File: src/cvsm_pkg.sv
// Package for the chunk vertex seam mapper: payload types, configuration codes and constants.
`default_nettype none

package cvsm_pkg;

  // Limits of the map and of the chunk grid.
  localparam int MAX_MAP_CHUNKS = 256;
  localparam int MAX_CHUNK_DIMS = 255;

  // Field widths fixed by the interface.
  localparam int WORLD_W  = 32;
  localparam int DIMS_W   = 8;
  localparam int TRI_W    = 16;
  localparam int MAP_W    = 9;
  localparam int INDEX_W  = 16;
  localparam int CFG_W    = 16;
  localparam int CFG_IDX_W = 2;

  // Divider cell geometry: every cell brings in one numerator bit.
  localparam int REM_W       = 32;
  localparam int NUM_W       = 24;
  localparam int DIV1_STAGES = 24;
  localparam int DIV2_STAGES = 8;

  // Signed chunk coordinate, wide enough for the quotient plus one either way.
  localparam int COORD_W = 26;

  // Candidate slots per input: the chunk itself, two seam neighbours and the diagonal.
  localparam int SLOTS  = 4;
  localparam int SLOT_W = 2;

  // Reset values of the configuration registers.
  localparam logic [DIMS_W-1:0]  CHUNK_DIMS_RESET = 8'd16;
  localparam logic [TRI_W-1:0]   TRI_SIZE_RESET   = 16'd100;
  localparam logic [MAP_W-1:0]   MAP_CHUNKS_RESET = 9'd4;
  localparam logic [REM_W-1:0]   SIDE_RESET       = 32'(16 * 100 * 256);

  // Configuration register indexes.
  typedef enum logic [CFG_IDX_W-1:0] {
    CFG_CHUNK_DIMS = 2'd0,
    CFG_TRI_SIZE   = 2'd1,
    CFG_MAP_CHUNKS = 2'd2
  } cfg_reg_t;

  // Input request payload.
  typedef struct packed {
    logic signed [WORLD_W-1:0] world_x;
    logic signed [WORLD_W-1:0] world_y;
    logic                      raise_flag;
  } in_t;

  // Result request payload.
  typedef struct packed {
    logic [INDEX_W-1:0] chunk_index;
    logic [DIMS_W-1:0]  vertex_x;
    logic [DIMS_W-1:0]  vertex_y;
    logic               raise_out;
    logic               last;
  } out_t;

  // State handed from one divider cell to the next.
  typedef struct packed {
    logic [REM_W-1:0] rem;
    logic [NUM_W-1:0] num;
    logic [NUM_W-1:0] quot;
  } cell_t;

  // One candidate chunk, already known to lie on the map when its mask bit is set.
  typedef struct packed {
    logic [DIMS_W-1:0] cx;
    logic [DIMS_W-1:0] cy;
    logic [DIMS_W-1:0] vx;
    logic [DIMS_W-1:0] vy;
  } cand_t;

  // All candidates of one input item.
  typedef struct packed {
    cand_t [SLOTS-1:0] slot;
    logic  [SLOTS-1:0] mask;
    logic              raise_flag;
  } cand_set_t;

  // Status of the result emitter towards the pipeline.
  typedef struct packed {
    logic can_load;
    logic pending;
  } emit_status_t;

endpackage

`default_nettype wire

File: src/cvsm_div_cell.sv
// One restoring-division cell: brings in a numerator bit, compares and subtracts.
`default_nettype none

module cvsm_div_cell
  import cvsm_pkg::*;
(
  input  wire logic             clk,
  input  wire logic             en,
  input  wire logic [REM_W-1:0] divisor,
  input  wire cell_t            cell_in,
  output cell_t                 cell_out
);

  cell_t            cell_r;
  cell_t            cell_nxt;
  logic [REM_W:0]   trial;
  logic [REM_W:0]   diff;
  logic             fits;

  // Shift the next numerator bit into the partial remainder and try the divisor.
  always_comb begin
    trial = {cell_in.rem, cell_in.num[NUM_W-1]};
    diff  = trial - {1'b0, divisor};
    fits  = trial >= {1'b0, divisor};
    cell_nxt.rem  = fits ? diff[REM_W-1:0] : trial[REM_W-1:0];
    cell_nxt.num  = {cell_in.num[NUM_W-2:0], 1'b0};
    cell_nxt.quot = {cell_in.quot[NUM_W-2:0], fits};
  end

  // Payload register, moving with the rest of the chain.
  always_ff @(posedge clk) begin
    if (en) begin
      cell_r <= cell_nxt;
    end
  end

  assign cell_out = cell_r;

endmodule

`default_nettype wire

File: config.mk
export PLATFORM = sky130hd
export DESIGN_NAME = cvsm_div_cell
export DESIGN_NICKNAME = d
export VERILOG_FILES = /design/src/cvsm_pkg.sv /design/src/cvsm_div_cell.sv
export SDC_FILE = /design/constraint.sdc
export NUM_CORES = 1
export LEC_CHECK = 0
export BUFFER_PORTS_ARGS = -buffer_cell sky130_fd_sc_hd__buf_2
export CORE_MARGIN = 2
export CORE_UTILIZATION = 50
export DETAILED_ROUTE_END_ITERATION = 16
export PLACE_DENSITY = 0.83
export RECOVER_POWER = 50
export SYNTH_ARGS = -nofsm -noshare
export SYNTH_HDL_FRONTEND = slang
export SYNTH_SLANG_ARGS = --single-unit
File: constraint.sdc
create_clock -name clk -period 4.81 [get_ports clk]
set_input_delay 0.7215 -clock clk [delete_from_list [all_inputs] [get_ports clk]]
set_output_delay 0.7215 -clock clk [all_outputs]
set_load 0.02 [all_outputs]
# After elaboration in Yosys (flattened, before gate mapping)
# Index checks and enable logic that the tools add are counted.
op_classes:
  n_mux: 1
  order_cmp: 1
  addsub: 1
ops:
  columns: ["op", "count"]
  rows:
  - [">= comparator 33 x 32 -> 1 bit", 1]
  - ["2-to-1 mux 32 bit", 1]
  - ["subtractor 32 bit", 1]
totals:
  inputBits: 114
  reg_bits: 79
  output_inout_bits: 80

# Longest topological paths before layout
depth:
  word_depth: 2
  ltp_mapped: 13
  depth_no_buf: 11

# Worst setup path before layout
# No wires, ideal clock.
synth_timing:
  kind: "input to register"
  from: "in divisor[23]"
  to: "reg cell_r, in the netlist cell_out[52] (data pin)"
  t_arrival_ps: 2829
  setup_slack_ps: 1720
  cell_stages: 11
  setup_time_ps: 260
  path_cell_list: "inv_1 -> ha_1 -> buf_6 -> and3_1 -> o21a_1 -> a311oi_2 -> o21ai_1 -> or3b_1 -> o21a_1 -> buf_6 -> mux2_4"
synth_rtl:
  columns: ["item", "line", "rtl"]
  rows:
  - ["from (decl)", "cvsm_div_cell.sv:9", "input wire logic [REM_W-1:0] divisor,"]
  - ["to (signal assigned)", "cvsm_div_cell.sv:33", "cell_r <= cell_nxt;"]
  - ["to (decl)", "cvsm_div_cell.sv:14", "cell_t cell_r;"]

==> impl_metrics.env <==
export IMPL_yosys_area_top_type="edfxtp_1"
export IMPL_finalSetupTns_ps=0
export IMPL_cts_hold_buf=0
export IMPL_rsz0062_at_grt="false"
export IMPL_min_from="cell_in[35]"
export IMPL_slew_headroom=-0.317
export IMPL_synth_simple_area_share=0.111
export IMPL_grt_pass1_vias=3737
export IMPL_routedLengthMet1_um=4630
export IMPL_core_um2=9200
export IMPL_finalSetupViolCount=0
export IMPL_synth_compound_area_frac=0.155
export IMPL_cts_inserted_buffers=9
export IMPL_startpoint="cell_in[70]"
export IMPL_maxSlewViolCount=80
export IMPL_vias_per_cell=5.31
export IMPL_postCtsSetupRepairBufs=0
export IMPL_placementRows=35
export IMPL_syn_inst=440
export IMPL_grt_pass1_wl_um=17900
export IMPL_synth_mux_area_frac=0.0297
export IMPL_die_area_um2=10200
export IMPL_worstPathMaxFanout=40
export IMPL_ff_latch_area_um2=2370
export IMPL_ant_nets=0
export IMPL_outcome="finished, violations left"
export IMPL_syn2layout_area_growth_pct=25.1
export IMPL_drt_pass1_iter_count=5
export IMPL_grt_overflow=0
export IMPL_synth_top_area_share=0.504
export IMPL_yosysSeqAreaShare=0.504
export IMPL_start_util=0.512
export IMPL_p_total_mw=1.92
export IMPL_cts_clk_slew_worst_paths_ps=90
export IMPL_syn_num_nets=587
export IMPL_grt_use_total=0.224
export IMPL_crit_path_end_kind="flop"
export IMPL_clk_path_buf_depth=2
export IMPL_htreeDepth=3
export IMPL_period_needed_ps=3410
export IMPL_synth_area_leaders="edfxtp_1 50%, ha_1 8.5%, a21oi_1 5.7%"
export IMPL_vias=3948
export IMPL_crit_required_ps=4920
export IMPL_cts_tree="done"
export IMPL_synthAdderAreaFrac=0.0892
export IMPL_worst_pin_slew_ps=1980
export IMPL_ir_worst_vdd_mv=0.123
export IMPL_stdcell_area_um2=5890
export IMPL_largest_reg_flops=79
export IMPL_gp_congestion=0.873
export IMPL_antenna_found_initial=2
export IMPL_ys_types=50
export IMPL_placed_cell_area_um2=5710
export IMPL_fmax_mhz=294
export IMPL_period_share=0.708
export IMPL_clock_sinks=79
export IMPL_synth_top_family_by_area="compound AO/OA/AOI/OAI gates"
export IMPL_highest_layer="met4"
export IMPL_grt_max_degree=80
export IMPL_wl_per_cell_um=15.6
export IMPL_multi_input_comb_area_um2=2050
export IMPL_hold_viol_final=0
export IMPL_power_per_cell_area_nw_per_um2=325
export IMPL_nets=772
export IMPL_fillers=755
export IMPL_dr_wl_met2_um=5910
export IMPL_violations="capacitance limit, slew limit"
export IMPL_post_dp_hpwl_um=8880
export IMPL_portBuffers=191
export IMPL_cts_resized=0
export IMPL_io_pins=194
export IMPL_hp_class="input pin to flop"
export IMPL_drc=0
export IMPL_wl_met3_um=877
export IMPL_die_x_um=101
export IMPL_synth_flop_cell="edfxtp_1"
export IMPL_critPathLaunchType="input pin"
export IMPL_critPathKind="input pin to flop"
export IMPL_final_common_cell="buf_2"
export IMPL_wl_um=11600
export IMPL_yosys_warnings=0
export IMPL_root_buffer="clkbuf_8"
export IMPL_arrival_ps=3510
export IMPL_p_leak_nw=2.73
export IMPL_fp_dieH_um=101
export IMPL_synth_edf_count=79
export IMPL_synth_xor_area_frac=0.0483
export IMPL_syn_cell_area_um2=4710
export IMPL_layout_drive_gt1_share=0.351
export IMPL_worst_hold_slack_ps=541
export IMPL_utilization=0.641
export IMPL_synthArstFlopShare=0
export IMPL_drtIter0Drc=202
export IMPL_synth_seq_cells=79
export IMPL_cap_violations=1
export IMPL_syn_avg_cell_area_um2=10.7
export IMPL_mostFrequentLayoutCells="189 x buf_2, 79 x edfxtp_1, 54 x a21oi_1"
through the flow:
step / setup slack [ps] / std cells
2_1_floorplan: 1720 / 440
3_3_place_gp: 1180 / 725
3_5_place_dp: 1100 / 725
4_1_cts: 1440 / 741
5_1_grt: 1190 / 743
6_report: 1400 / 743
layer usage:
layer | track usage | vias up
li1 | - | 1962
met1 | 0.265 | 1809
met2 | 0.391 | 164
met3 | 0.0617 | 13
met4 | 0.0759 | 0
met5 | 0 | -
logic make-up (layout without fill, tap and decap cells):
| logic type | count (synthesis) | count (layout) |
|---|---|---|
| other cells | 1 | 3 |
| xor+xnor | 26 | 26 |
| fa+ha+maj | 33 | 33 |
| flops | 79 | 79 |
| buf+inv | 64 | 254 |
| simple gates | 107 | 107 |
| compound gates | 120 | 120 |
| mux | 10 | 10 |
critical path: stages:
cell	delay (ps)
buf_2	110
ha_1	410
and3_1	330
nand4_1	210
nor4b_1	460
a21o_1	230
o21a_2	430
buf_12	270
mux2_4	320
layout make-up:
class / count / area share
diodes: 2 / 0.000849
clock buffers: 9 / 0.0210
clock inverters: 7 / 0.00956
inverters: 46 / 0.0293
multi-input cells: 297 / 0.348
flip-flops and latches: 79 / 0.403
well taps: 111 / 0.0236
repair buffers: 192 / 0.165
power by group:
| group | internal (mW) | switching [mW] | leakage (nW) |
|---|---|---|---|
| clock | 0.193 | 0.267 | 0.0854 |
| combinational | 0.232 | 0.350 | 1.87 |
| sequential | 0.858 | 0.0170 | 0.774 |
synth_stat cells (3+ instances only):
master and n:
inv_1 46, o21bai_1 5, nor3_1 3, xor2_1 10
a2111oi_0 3, ha_1 32, a21o_1 8, nand2b_1 7
clkbuf_1 6, o21a_1 6, o21ai_0 17, nand3_1 8
o21ai_1 4, nand2_1 24, a211oi_1 3, xnor2_1 16
nor2_1 37, edfxtp_1 79, nand4_1 8, and2_1 3
o31ai_1 7, a21oi_1 54, buf_6 5, mux2_4 8
buf_2 5
worst paths after layout:
check	to	slack (ps)	cells past startpoint
max	cell_out[72]	1400	9
min	cell_out[36]	540	1
Power figures use the tool's default switching activity.
