===== config.mk =====
export PLATFORM = sky130hd
export DESIGN_NAME = cvsm_emitter
export DESIGN_NICKNAME = d
export VERILOG_FILES = /design/src/cvsm_pkg.sv /design/src/cvsm_emitter.sv
export SDC_FILE = /design/constraint.sdc
export NUM_CORES = 1
export LEC_CHECK = 0
export BUFFER_PORTS_ARGS = -buffer_cell sky130_fd_sc_hd__buf_2
export CAP_MARGIN = 30
export CORE_ASPECT_RATIO = 1.75
export CORE_MARGIN = 8
export CORE_UTILIZATION = 35
export CTS_BUF_LIST = sky130_fd_sc_hd__clkbuf_8
export DETAILED_ROUTE_END_ITERATION = 8
export PLACE_DENSITY_LB_ADDON = 0.25
export SLEW_MARGIN = 30
export SYNTH_ARGS = -nofsm -noshare
export SYNTH_HDL_FRONTEND = slang
export SYNTH_SLANG_ARGS = --single-unit

===== constraint.sdc =====
create_clock -name clk -period 7.7 [get_ports clk]
set_clock_uncertainty 0.05 [all_clocks]
set_input_delay 0.385 -clock clk [delete_from_list [all_inputs] [get_ports clk]]
set_output_delay 0.385 -clock clk [all_outputs]
set_load 0.1 [all_outputs]

===== src/cvsm_pkg.sv =====
// Package for the chunk vertex seam mapper: payload types, configuration codes and constants.
`default_nettype none

package cvsm_pkg;

  // Limits of the map and of the chunk grid.
  localparam int MAX_MAP_CHUNKS = 256;
  localparam int MAX_CHUNK_DIMS = 255;

  // Field widths fixed by the interface.
  localparam int WORLD_W  = 32;
  localparam int DIMS_W   = 8;
  localparam int TRI_W    = 16;
  localparam int MAP_W    = 9;
  localparam int INDEX_W  = 16;
  localparam int CFG_W    = 16;
  localparam int CFG_IDX_W = 2;

  // Divider cell geometry: every cell brings in one numerator bit.
  localparam int REM_W       = 32;
  localparam int NUM_W       = 24;
  localparam int DIV1_STAGES = 24;
  localparam int DIV2_STAGES = 8;

  // Signed chunk coordinate, wide enough for the quotient plus one either way.
  localparam int COORD_W = 26;

  // Candidate slots per input: the chunk itself, two seam neighbours and the diagonal.
  localparam int SLOTS  = 4;
  localparam int SLOT_W = 2;

  // Reset values of the configuration registers.
  localparam logic [DIMS_W-1:0]  CHUNK_DIMS_RESET = 8'd16;
  localparam logic [TRI_W-1:0]   TRI_SIZE_RESET   = 16'd100;
  localparam logic [MAP_W-1:0]   MAP_CHUNKS_RESET = 9'd4;
  localparam logic [REM_W-1:0]   SIDE_RESET       = 32'(16 * 100 * 256);

  // Configuration register indexes.
  typedef enum logic [CFG_IDX_W-1:0] {
    CFG_CHUNK_DIMS = 2'd0,
    CFG_TRI_SIZE   = 2'd1,
    CFG_MAP_CHUNKS = 2'd2
  } cfg_reg_t;

  // Input request payload.
  typedef struct packed {
    logic signed [WORLD_W-1:0] world_x;
    logic signed [WORLD_W-1:0] world_y;
    logic                      raise_flag;
  } in_t;

  // Result request payload.
  typedef struct packed {
    logic [INDEX_W-1:0] chunk_index;
    logic [DIMS_W-1:0]  vertex_x;
    logic [DIMS_W-1:0]  vertex_y;
    logic               raise_out;
    logic               last;
  } out_t;

  // State handed from one divider cell to the next.
  typedef struct packed {
    logic [REM_W-1:0] rem;
    logic [NUM_W-1:0] num;
    logic [NUM_W-1:0] quot;
  } cell_t;

  // One candidate chunk, already known to lie on the map when its mask bit is set.
  typedef struct packed {
    logic [DIMS_W-1:0] cx;
    logic [DIMS_W-1:0] cy;
    logic [DIMS_W-1:0] vx;
    logic [DIMS_W-1:0] vy;
  } cand_t;

  // All candidates of one input item.
  typedef struct packed {
    cand_t [SLOTS-1:0] slot;
    logic  [SLOTS-1:0] mask;
    logic              raise_flag;
  } cand_set_t;

  // Status of the result emitter towards the pipeline.
  typedef struct packed {
    logic can_load;
    logic pending;
  } emit_status_t;

endpackage

`default_nettype wire


===== src/cvsm_emitter.sv =====
// Candidate buffer and output register: sends one result request per cycle while out_ready is high.
`default_nettype none

module cvsm_emitter
  import cvsm_pkg::*;
(
  input  wire logic             clk,
  input  wire logic             rst_n,
  input  wire logic             load,
  input  wire cand_set_t        cand_in,
  input  wire logic [MAP_W-1:0] map_size,
  output emit_status_t          status,
  output logic                  out_valid,
  input  wire logic             out_ready,
  output out_t                  out_data
);

  logic [SLOTS-1:0]   mask_r;
  logic [SLOTS-1:0]   mask_nxt;
  logic [INDEX_W-1:0] idx_r [SLOTS];
  logic [DIMS_W-1:0]  vx_r  [SLOTS];
  logic [DIMS_W-1:0]  vy_r  [SLOTS];
  logic               raise_r;
  logic               out_valid_r;
  logic               out_valid_nxt;
  out_t               out_data_r;
  out_t               out_data_nxt;
  logic [SLOT_W-1:0]  sel;
  logic               found;
  logic [SLOTS-1:0]   remaining;
  logic               emit;
  logic [INDEX_W:0]   row_base [SLOTS];

  // Pick the earliest pending candidate and see what is left after it.
  always_comb begin
    sel   = '0;
    found = 1'b0;
    for (int k = 0; k < SLOTS; k++) begin
      if (mask_r[k] && !found) begin
        sel   = SLOT_W'(k);
        found = 1'b1;
      end
    end
    remaining = mask_r & ~(SLOTS'(1) << sel);
  end

  assign emit            = (mask_r != '0) && (!out_valid_r || out_ready);
  assign status.pending  = mask_r != '0;
  assign status.can_load = (mask_r == '0) || (emit && (remaining == '0));

  // Row-major chunk index of every candidate, formed as the set is loaded.
  always_comb begin
    for (int k = 0; k < SLOTS; k++) begin
      row_base[k] = (INDEX_W+1)'(cand_in.slot[k].cy) * (INDEX_W+1)'(map_size);
    end
  end

  // Pending mask: a new set replaces a finished one, otherwise slots retire one by one.
  always_comb begin
    mask_nxt = mask_r;
    if (load) begin
      mask_nxt = cand_in.mask;
    end else if (emit) begin
      mask_nxt = remaining;
    end
  end

  always_ff @(posedge clk) begin
    if (!rst_n) begin
      mask_r <= '0;
    end else begin
      mask_r <= mask_nxt;
    end
  end

  // Candidate payload storage.
  always_ff @(posedge clk) begin
    if (load) begin
      for (int k = 0; k < SLOTS; k++) begin
        idx_r[k] <= row_base[k][INDEX_W-1:0] + INDEX_W'(cand_in.slot[k].cx);
        vx_r[k]  <= cand_in.slot[k].vx;
        vy_r[k]  <= cand_in.slot[k].vy;
      end
      raise_r <= cand_in.raise_flag;
    end
  end

  // Output register: refilled whenever it is empty or being taken.
  always_comb begin
    out_valid_nxt = out_valid_r;
    out_data_nxt  = out_data_r;
    if (!out_valid_r || out_ready) begin
      out_valid_nxt            = emit;
      out_data_nxt.chunk_index = idx_r[sel];
      out_data_nxt.vertex_x    = vx_r[sel];
      out_data_nxt.vertex_y    = vy_r[sel];
      out_data_nxt.raise_out   = raise_r;
      out_data_nxt.last        = remaining == '0;
    end
  end

  always_ff @(posedge clk) begin
    if (!rst_n) begin
      out_valid_r <= 1'b0;
    end else begin
      out_valid_r <= out_valid_nxt;
    end
  end

  always_ff @(posedge clk) begin
    out_data_r <= out_data_nxt;
  end

  assign out_valid = out_valid_r;
  assign out_data  = out_data_r;

endmodule

`default_nettype wire


---- After elaboration in Yosys (flattened, before gate mapping) ----
Memories as Yosys holds them, arrays and structs flattened. A register that Yosys moved wholly into a read port is not among the register bits.
Cells that the tools add are included.
operators by class
  add/subtract/negate cells ............... 4
  multipliers ............................. 4
  shift-type cells ........................ 1
  muxes and demuxes ....................... 10
  bitwise gates (word level) .............. 2
  reductions and logical operators ........ 15
operator list
  operator             count
  $add 16x8->16        4
  $mul 8x9->16         4
  $logic_not 4->1      2
  $mux 4               2
  $mux 1               6
  $logic_and 1x1->1    5
  $and 4x4->4          1
  $logic_not 1->1      4
  $mux 2               2
  $not 4->4            1
  $reduce_bool 4->1    1
  $shl 1x2->4 const A  1
  $logic_or 1x1->1     2
  $reduce_bool 2->1    1
storage, ports and cells
  register bits ........................... 8
  bits in writable memories ............... 128
  word-level logic and storage cells ...... 44
  memories kept ........................... 3
memory list
  memory  depth  width  rd ports  clocked after memory_dff  wr ports  RTL line            text
  idx_r   4      16     1         1                         4         cvsm_emitter.sv:20  logic [INDEX_W-1:0] idx_r [SLOTS];
  vx_r    4      8      1         1                         4         cvsm_emitter.sv:21  logic [DIMS_W-1:0] vx_r [SLOTS];
  vy_r    4      8      1         1                         4         cvsm_emitter.sv:22  logic [DIMS_W-1:0] vy_r [SLOTS];

---- Longest topological paths before layout ----
Gate-level depths: netlist of run 1.
  depth after elaboration ................. 16
  mapped depth ............................ 18

---- Least setup slack after synthesis of run 1 ----
No wires, ideal clock.
  kind .................................... input port to flip-flop
  start point ............................. in map_size[7]
  end point ............................... mem idx_r[0][14] (data pin)
  library setup time ...................... 0.258 ns
  arrival time ............................ 4.105 ns
  setup slack ............................. 3.288 ns
  cell stages on the path ................. 16
  cell sequence ........................... clkbuf_1 -> nand2_1 -> fa_1 -> inv_1 -> fa_1 -> fa_1 -> inv_1 -> fa_1 -> inv_1 -> ha_1 -> a2111oi_2 -> o21ai_1 -> a221oi_2 -> o21bai_1 -> a21oi_2 -> xnor2_1
RTL lines
  element             RTL line            text
  start: declaration  cvsm_emitter.sv:11  input wire logic [MAP_W-1:0] map_size,
  end: declaration    cvsm_emitter.sv:20

==> results.json, run 1 <==
{
  "p_per_area_mw_per_mm2": 278.9,
  "yosys-top-cells-count": "323 x inv_1, 196 x fa_1, 194 x nand2_1, 181 x and2_1, 163 x edfxtp_1",
  "hold_class": "primary input to register",
  "layout-drive-gt1-share": 0.1301,
  "hold_buffers": 65,
  "fin_tns_setup_ps": 0,
  "ys_seq_area_frac": 0.3151,
  "cts_setup_buffers": 0,
  "path_clk_slew_ps": 90,
  "insertion_delay_ps": 490,
  "multiInputGateArea_sq_mm": 0.009472,
  "grt-ovfl-total": 0,
  "cts_tree": "built",
  "synth-simple-area-share": 0.1368,
  "netlist.top_cell.by_area": "edfxtp_1",
  "p_leak_nw": 8.861,
  "routed_wl_mm": 40.26,
  "dpl.hpwl_mm": 30.65,
  "timing.rr.end": "out_data[29]",
  "cp_data_required_time_ps": 7880,
  "portBuffers": 182,
  "muxShareOfSynthArea": 0.0006314,
  "power_mw": 5.130,
  "drt_iter0_drc": 535,
  "yosysUniqueCellTypes": 51,
  "core_area_sq_mm": 0.04498,
  "syn2layout_area_growth_pct": 16.00,
  "yosysWarningCount": 0,
  "numCtsBuffers": 17,
  "syn_area_sq_mm": 0.01585,
  "cp-startpoint": "map_size[4]",
  "netlist_instances": 1513,
  "cp-end-kind": "register",
  "crit_fanout": 32,
  "synthAdderAreaFrac": 0.3618,
  "hp-start": "rst_n",
  "wl_per_cell_microns": 17.31,
  "clock_sinks": 168,
  "die-width_microns": 176.9,
  "synth_compound_area_frac": 0.06653,
  "cts-root-buf": "clkbuf_8",
  "hold-path-cell-count": 2,
  "clock_path_buffers": 2,
  "min_to": "out_valid",
  "setup_ws_ps": 3112,
  "status": "finished clean",
  "drv_slew": 0,
  "reg2reg_from": "mask_r[1]",
  "yosysMostFrequentCell": "inv_1",
  "arrival_ps": 4770,
  "finalCritPeriodShare": 0.5959,
  "synth_edf_count": 163,
  "r2r_slack_ps": 5420,
  "seq_area_sq_mm": 0.004995,
  "relSlewSlack": 0.4013,
  "synthXorXnorAreaFrac": 0.03038,
  "pre_cts_slack_ps": 2588,
  "r2r_cells": 5,
  "worstSetupPathType": "primary input to register",
  "track_usage": 0.1598,
  "synth_seq_cells": 168,
  "tightest_slew_ps": 898.0,
  "ir_drop_uv": 178.8,
  "initial_core_util": 0.3525,
  "drv_cap": 0,
  "cts-resized-gates": 0,
  "async_flop_share": 0,
  "grt_max_degree": 72,
  "synth_top_cell_area_share": 0.3087,
  "rsz0062_at_grt": "false",
  "fmax_mhz": 217.9,
  "synthesis.nets": 1999,
  "vias_per_cell": 4.784,
  "grt_pass1_wl_mm": 65.49,
  "routabilityCongestion": 0.8135,
  "die-area_sq_mm": 0.05263,
  "htree_levels": 4,
  "setup_viol": 0,
  "ios": 183,
  "antenna_found_initial": 5,
  "synthTopCellsByArea": "edfxtp_1 31%, fa_1 25%, ha_1 11%",
  "die_h_microns": 297.6,
  "syn_avg_cell_area_sq_um": 10.48,
  "fin_crit_ps": 4588,
  "nNetsFinal": 2218,
  "grt_pass1_vias": 12340,
  "fillers": 4416,
  "synth_top_family_by_area": "adder cells",
  "yosys_most_used_dff": "edfxtp_1",
  "antenna_left": 0,
  "drt-pass1-iter-count": 7,
  "start_kind": "primary input",
  "vias": 11130,
  "fp-row-count": 103,
  "hold_viol": 0,
  "route.detailed.drc": 0
}
==> critical path, cell delays in order <==
cell and delay (ps):
buf_2 610, nand2_1 160, fa_1 520, fa_1 540
inv_1 50, fa_1 470, inv_1 50, fa_1 470
inv_1 40, ha_1 330, o21a_1 140, o31a_1 180
nor3_1 70, o21ai_1 370, a2111oi_0 180, nand4b_1 200
==> routing by layer <==
metal | track usage | wire length [microns] | up-vias
li1 | - | - | 5258
met1 | 0.1718 | 15220 | 5573
met2 | 0.3006 | 22010 | 239
met3 | 0.02681 | 1628 | 55
met4 | 0.06427 | 1381 | 2
met5 | 0 | 12 | -
==> final cells by class <==
cell class | instances | area share
clock inverter | 15 | 0.007552
inverter | 323 | 0.06600
timing repair buffer | 252 | 0.08729
antenna | 4 | 0.0005443
tap | 577 | 0.03926
clock buffer | 17 | 0.01272
multi-input combinational | 970 | 0.5150
sequential | 168 | 0.2716
==> stage by stage <==
stage,instances,cell area [sq um],utilization,hold WS (ps)
after floorplan,1513,15850,-,350.3
after global placement,2225,17360,0.3859,353.9
after detailed placement,2225,17360,0.3859,357.0
after CTS,2322,18380,0.4086,72.61
after global routing,2325,18390,0.4088,95.08
final,2326,18390,0.4089,122.1
==> sequential cells by signal (all words and copies together), names as in the netlist <==
register / count
vx_r: 32
out_data: 34
out_valid: 1
vy_r: 32
mask_r: 4
raise_r: 1
idx_r: 64
==> worst max path at each step <==
| stage | end | slack [ps] |
|---|---|---|
| 2_1_floorplan | idx_r[0][14] | 3290 |
| 3_3_place_gp | idx_r[1][13] | 2700 |
| 3_5_place_dp | idx_r[1][13] | 2590 |
| 4_1_cts | idx_r[1][13] | 3140 |
| 5_1_grt | idx_r[0][14] | 2860 |
| 6_report | idx_r[1][13] | 3110 |
==> cells in the final DEF, fill, tap and decap left out, types with 4 or more instances in the layout <==
master	instances
a21o_1	16
a21oi_1	25
a222oi_1	32
a31o_2	4
and2_1	181
buf_2	181
buf_4	5
clkbuf_8	17
clkinv_4	4
dfxtp_1	5
diode_2	4
dlygate4sd3_1	65
edfxtp_1	163
fa_1	196
ha_1	144
inv_1	324
nand2_1	194
nand2b_1	4
nand4_1	5
nor2_1	22
nor2b_1	5
nor3_1	6
nor4_1	5
o21a_1	10
o21ai_0	23
o21bai_1	7
xnor2_1	46
xor2_1	9
==> logic make-up (layout without fill, tap and decap cells) <==
logic type	count (synthesis)	in the layout
other cells	0	4
simple gates	432	432
xor+xnor	55	55
compound gates	141	141
flops	168	168
fa+ha+maj	341	341
buf+inv	375	607
mux	1	1
==> power by group <==
part / leakage [nW] / internal (mW) / switching, mW
registers: 1.66 / 1.39 / 0.0818
clock network: 0.190 / 0.282 / 0.337
logic: 7.01 / 1.19 / 1.84
No activity file was read; power rests on OpenSTA's default activity.
==> run 2: changes to the inputs <==
--- a/config.mk
+++ b/config.mk
@@ -5,6 +5,7 @@
 export SDC_FILE = /design/constraint.sdc
 export NUM_CORES = 1
 export LEC_CHECK = 0
+export ABC_AREA = 1
 export BUFFER_PORTS_ARGS = -buffer_cell sky130_fd_sc_hd__buf_2
 export CAP_MARGIN = 30
 export CORE_ASPECT_RATIO = 1.75
==> constraint.sdc (replaced) <==
create_clock -name clk -period 3.8 [get_ports clk]
set_clock_uncertainty 0.05 [all_clocks]
set_input_delay 0.19 -clock clk [delete_from_list [all_inputs] [get_ports clk]]
set_output_delay 0.19 -clock clk [all_outputs]
set_load 0.1 [all_outputs]
==> results.json, run 2 <==
{
  "relSlewSlack": 0.3887,
  "yosysMostFrequentCell": "nand2_1",
  "yosys_most_used_dff": "edfxtp_1",
  "grt_pass1_wl_mm": 77.73,
  "track_usage": 0.1725,
  "ys_seq_area_frac": 0.2877,
  "rsz0062_at_grt": "false",
  "cp_data_required_time_ps": 4000,
  "hold_viol": 0,
  "cts_tree": "built",
  "synth_top_cell_area_share": 0.2819,
  "ios": 183,
  "synthesis.nets": 2607,
  "insertion_delay_ps": 490,
  "async_flop_share": 0,
  "core_area_sq_mm": 0.04932,
  "routed_wl_mm": 47.89,
  "layout_common_cells": "617 x nand2_1, 605 x inv_1, 196 x fa_1, 177 x buf_2, 164 x buf_4",
  "dp.cells": 3051,
  "die_h_microns": 310.6,
  "hold_class": "primary input to register",
  "grt_pass1_vias": 15230,
  "regMostFlops": "idx_r",
  "synth_seq_cells": 168,
  "htree_levels": 4,
  "final_common_cell": "nand2_1",
  "vias": 14180,
  "path_clk_slew_ps": 90,
  "drt_iter0_drc": 711,
  "wl_per_cell_microns": 15.14,
  "grt-ovfl-total": 0,
  "pre_cts_slack_ps": -523.3,
  "yosysUniqueCellTypes": 26,
  "dpl_cell_area_sq_mm": 0.02013,
  "crit_fanout": 11,
  "clock_path_buffers": 2,
  "arrival_ps": 3820,
  "finalNonFillerCells": 3162,
  "fin_tns_setup_ps": 0,
  "fp-row-count": 108,
  "fin_area_sq_mm": 0.02136,
  "path_buf_inv": 6,
  "cp_top_family": "adder cells",
  "antenna_left": 0,
  "numCtsBuffers": 17,
  "clock_sinks": 168,
  "p_leak_nw": 12.13,
  "finalCritPeriodShare": 0.9523,
  "die-width_microns": 184.4,
  "tightest_slew_ps": 914.8,
  "yosysWarningCount": 0,
  "vias_per_cell": 4.485,
  "p_per_area_mw_per_mm2": 596.5,
  "fin_crit_ps": 3619,
  "start_kind": "primary input",
  "setup_viol": 0,
  "antenna_found_initial": 4,
  "die-area_sq_mm": 0.05727,
  "fmax_mhz": 276.3,
  "cts-root-buf": "clkbuf_8",
  "nNetsFinal": 2972,
  "synthTopCellsByArea": "edfxtp_1 28%, fa_1 23%, nand2_1 13%",
  "hold_slack_ps": 85.26,
  "slowest_stage": "fa_1",
  "route.detailed.drc": 0,
  "netlist.top_cell.by_area": "edfxtp_1",
  "synth_edf_count": 163,
  "drv_slew": 0,
  "dpl.hpwl_mm": 39.52,
  "syn2layout_area_growth_pct": 23.03,
  "syn_avg_cell_area_sq_um": 8.186,
  "setup_ws_ps": 181.4,
  "critPathMaxStageDelay_ps": 510,
  "netlist_instances": 2121,
  "yosys-top-cells-count": "617 x nand2_1, 606 x inv_1, 196 x fa_1, 163 x edfxtp_1, 144 x ha_1",
  "crit_chain": "buf_4, buf_12, nand2_1, fa_1, inv_1, fa_1, inv_1, fa_1, fa_1, inv_1, ha_1, nand2_1, inv_1, a21oi_2, nor2_1, o21bai_1, nand2_1",
  "syn_area_sq_mm": 0.01736,
  "ir_drop_uv": 305.0,
  "initial_core_util": 0.3520,
  "status": "finished clean",
  "worstSetupPathType": "primary input to register",
  "grt_max_degree": 65,
  "layout-drive-gt1-share": 0.1585,
  "routabilityCongestion": 0.8335,
  "cts_setup_buffers": 0,
  "drt-pass1-iter-count": 5,
  "portBuffers": 182,
  "cp-end-kind": "register",
  "drv_cap": 0,
  "largest_register_ffs": 64
}
-- run 2: cell types whose count changed after synthesis, sizes merged, moves of 20 or more --
| cell | change |
|---|---|
| nand4 | +73 |
| and2 | -181 |
| nand2 | +424 |
| xnor2 | -26 |
| inv | +284 |
| buf | +20 |
| nand3 | +83 |
| nor2 | +49 |
| a222oi | -32 |
-- run 2: cells by family (layout without fill, tap and decap cells) --
logic type | count (synthesis) | in the layout | share of synthesized area
fa+ha+maj | 340 | 340 | 0.3298
xor+xnor | 28 | 28 | 0.01413
flops | 168 | 168 | 0.2877
buf+inv | 690 | 1068 | 0.1521
other cells | 0 | 3 | 0
compound gates | 40 | 40 | 0.01225
simple gates | 855 | 855 | 0.2041
-- run 2: per-layer routing --
metal / GRT usage / up-vias / part of all wire
met5: 0 / - / 0
met2: 0.3319 / 304 / 0.54
li1: - / 7036 / -
met4: 0.06623 / 0 / 0.029
met1: 0.1853 / 6781 / 0.39
met3: 0.02174 / 62 / 0.038
-- run 2: metrics by stage --
stage / total power, mW / util
after CTS: 12.92 / 0.4318
after global placement: 11.38 / 0.4081
after floorplan: 8.451 / -
after global routing: 14.06 / 0.4330
after detailed placement: 11.44 / 0.4081
final: 12.74 / 0.4331
-- run 2: worst register-to-register path, delay by kind of cell, from the launching register on --
| kind | cells | cell delay, ps |
|---|---|---|
| buffers and inverters | 1 | 190 |
| and+or+nand+nor | 6 | 1510 |
| DFF | 1 | 430 |
-- run 2: repair_timing --
action	4_1_cts	5_1_grt
endpoints found under the setup margin	0	26
endpoints found under the hold margin	73	0
resized for setup	0	10
hold buffers	75	0
-- run 2: final timing paths --
| check | slack [ps] | end | cells after the start | startpoint |
|---|---|---|---|---|
| worst max-delay path | 180 | idx_r[0][9] | 17 | map_size[6] |
| worst max register to register | 1470 | out_data[18] | 7 | mask_r[0] |
| worst min register to register | 400 | out_data[1] | 0 | raise_r |
| worst min-delay path | 90 | idx_r[0][0] | 2 | cand_in[29] |
-- run 2: power breakdown --
group / switching (mW) / internal [mW]
registers: 0.171 / 2.84
clock network: 0.741 / 0.613
logic: 5.12 / 3.26
-- run 2: cell type report --
cell class                 count  area (sq um)
fill                        4903         27960
multi-input combinational   1263          9751
sequential                   168          4995
timing repair buffer         429          3089
inverter                     607          2278
tap                          660         825.8
clock buffer                  17         234.0
clock inverter                15         180.2
antenna                        3         7.507
==> run 3: changes to the inputs <==
--- a/config.mk
+++ b/config.mk
@@ -13,7 +13,7 @@
 export CORE_UTILIZATION = 35
 export CTS_BUF_LIST = sky130_fd_sc_hd__clkbuf_8
 export DETAILED_ROUTE_END_ITERATION = 8
-export PLACE_DENSITY_LB_ADDON = 0.25
+export PLACE_DENSITY_LB_ADDON = 0.08
 export SLEW_MARGIN = 30
 export SYNTH_ARGS = -nofsm -noshare
 export SYNTH_HDL_FRONTEND = slang
==> results.json, run 3 (synthesis gave the netlist of run 2 again) <==
{
  "layout-drive-gt1-share": 0.1562,
  "r2r_slack_ps": 1520,
  "grt_max_degree": 86,
  "fmax_mhz": 277.0,
  "largest_register_ffs": 64,
  "grt_pass1_wl_mm": 78.16,
  "core_area_sq_mm": 0.04932,
  "clock_path_buffers": 2,
  "p_leak_nw": 12.06,
  "timing.rr.end": "mask_r[0]",
  "arrival_ps": 3800,
  "ios": 183,
  "syn2layout_area_growth_pct": 22.24,
  "drt-pass1-iter-count": 7,
  "pre_cts_slack_ps": -605.4,
  "routabilityCongestion": 0.8514,
  "cts_setup_buffers": 0,
  "grt-ovfl-total": 0,
  "hp-start": "cand_in[4]",
  "path_clk_slew_ps": 90,
  "dpl.hpwl_mm": 40.03,
  "drv_cap": 0,
  "die-area_sq_mm": 0.05727,
  "drv_slew": 0,
  "worstSetupPathType": "primary input to register",
  "start_kind": "primary input",
  "wl_per_cell_microns": 15.33,
  "regMostFlops": "idx_r",
  "setup_viol": 0,
  "fin_crit_ps": 3610,
  "cts-root-buf": "clkbuf_8",
  "power_mw": 12.53,
  "fin_area_sq_mm": 0.02122,
  "relSlewSlack": 0.4015,
  "reg2reg_from": "mask_r[0]",
  "p_per_area_mw_per_mm2": 590.4,
  "fillers": 5009,
  "drt_iter0_drc": 636,
  "cts_tree": "built",
  "portBuffers": 182,
  "initial_core_util": 0.3520,
  "hold_viol": 0,
  "setup_ws_ps": 190.3,
  "cp_data_required_time_ps": 3990,
  "ir_drop_uv": 277.2,
  "nNetsFinal": 2963,
  "hold_class": "primary input to register",
  "layout_common_cells": "617 x nand2_1, 606 x inv_1, 196 x fa_1, 175 x buf_2, 164 x buf_4",
  "fin_tns_setup_ps": 0,
  "numCtsBuffers": 17,
  "finalCritPeriodShare": 0.9499,
  "cp-end-kind": "register",
  "dpl_cell_area_sq_mm": 0.02004,
  "final_common_cell": "nand2_1",
  "insertion_delay_ps": 480,
  "fp-row-count": 108,
  "antenna_found_initial": 2,
  "status": "finished clean",
  "clock_sinks": 168,
  "die-width_microns": 184.4,
  "hold-path-cell-count": 5,
  "track_usage": 0.1745,
  "tightest_slew_ps": 895.7,
  "min_to": "mask_r[3]",
  "routed_wl_mm": 48.33,
  "die_h_microns": 310.6,
  "antenna_left": 0,
  "crit_fanout": 11,
  "grt_pass1_vias": 14920,
  "r2r_cells": 6,
  "vias_per_cell": 4.450,
  "vias": 14030,
  "route.detailed.drc": 0,
  "htree_levels": 4
}
[run 3: cell count changes in the layout (fill, tap and decap cells not counted), moves of 2 or more]
cell / change
dlygate4sd3_1: -2
clkbuf_4: -2
clkinv_8: +3
buf_6: +2
buf_12: -4
buf_2: -2
[run 3: worst max-delay path by stage]
stage,to,from,depth (start not counted),slack (ps)
global placement,idx_r[1][12],map_size[3],17,-580
finish,idx_r[2][12],map_size[7],18,190
floorplan,idx_r[3][9],cand_in[117],16,10
global route,idx_r[2][15],map_size[2],20,-1
CTS,idx_r[2][11],map_size[2],19,50
detailed placement,idx_r[1][9],map_size[3],17,-610
[run 3: where the power goes]
| group | internal, mW | switching, mW | leakage [nW] | total [mW] |
|---|---|---|---|---|
| clock | 0.560 | 0.762 | 0.210 | 1.32 |
| sequential | 2.84 | 0.171 | 1.66 | 3.01 |
| combinational | 3.17 | 5.02 | 10.2 | 8.20 |
| total | 6.57 | 5.96 | 12.1 | 12.5 |
[run 3: layer usage]
layer,part of all wire,wire (microns),global-route usage
met5,0,0,0
met4,0.020,977,0.05206
met3,0.042,2047,0.01987
met2,0.52,24970,0.3187
met1,0.42,20330,0.2094
[run 3: worst max-delay path: stages]
cell     delay (ps)
buf_4           190
buf_12          160
buf_4           120
nand2_1          50
inv_1            50
fa_1            500
inv_1            60
fa_1            550
fa_1            430
fa_1            490
inv_1            40
ha_1            330
nand2_1         130
nor2_1           60
nor2_1          210
nand3_1         110
nand2_1          80
nand2_1          40
[run 3: what timing repair did]
action | CTS | global route
gates resized for setup | 3 | 10
setup endpoints to repair | 10 | 29
gates cloned | 0 | 0
hold buffers | 73 | 0
pin swaps | 0 | 0
hold endpoints to repair | 73 | 0
[run 3: metrics by stage]
stage / utilization / cells / hold slack (ps)
3_3_place_gp: 0.4063 / 3045 / 318.4
6_report: 0.4303 / 3152 / 48.14
4_1_cts: 0.4297 / 3150 / 2.252
3_5_place_dp: 0.4063 / 3045 / 318.1
5_1_grt: 0.4302 / 3151 / 28.20
2_1_floorplan: - / 2121 / 238.9
[run 3: final cells by class]
cell class                 instances  area [sq um]  area share
clock inverter                    15         182.7    0.008607
tap                              660         825.8     0.03891
timing repair buffer             420          2959      0.1394
clock buffer                      17         234.0     0.01102
multi-input combinational       1263          9743      0.4591
antenna                            2         5.005   0.0002358
sequential                       168          4995      0.2353
inverter                         607          2278      0.1074
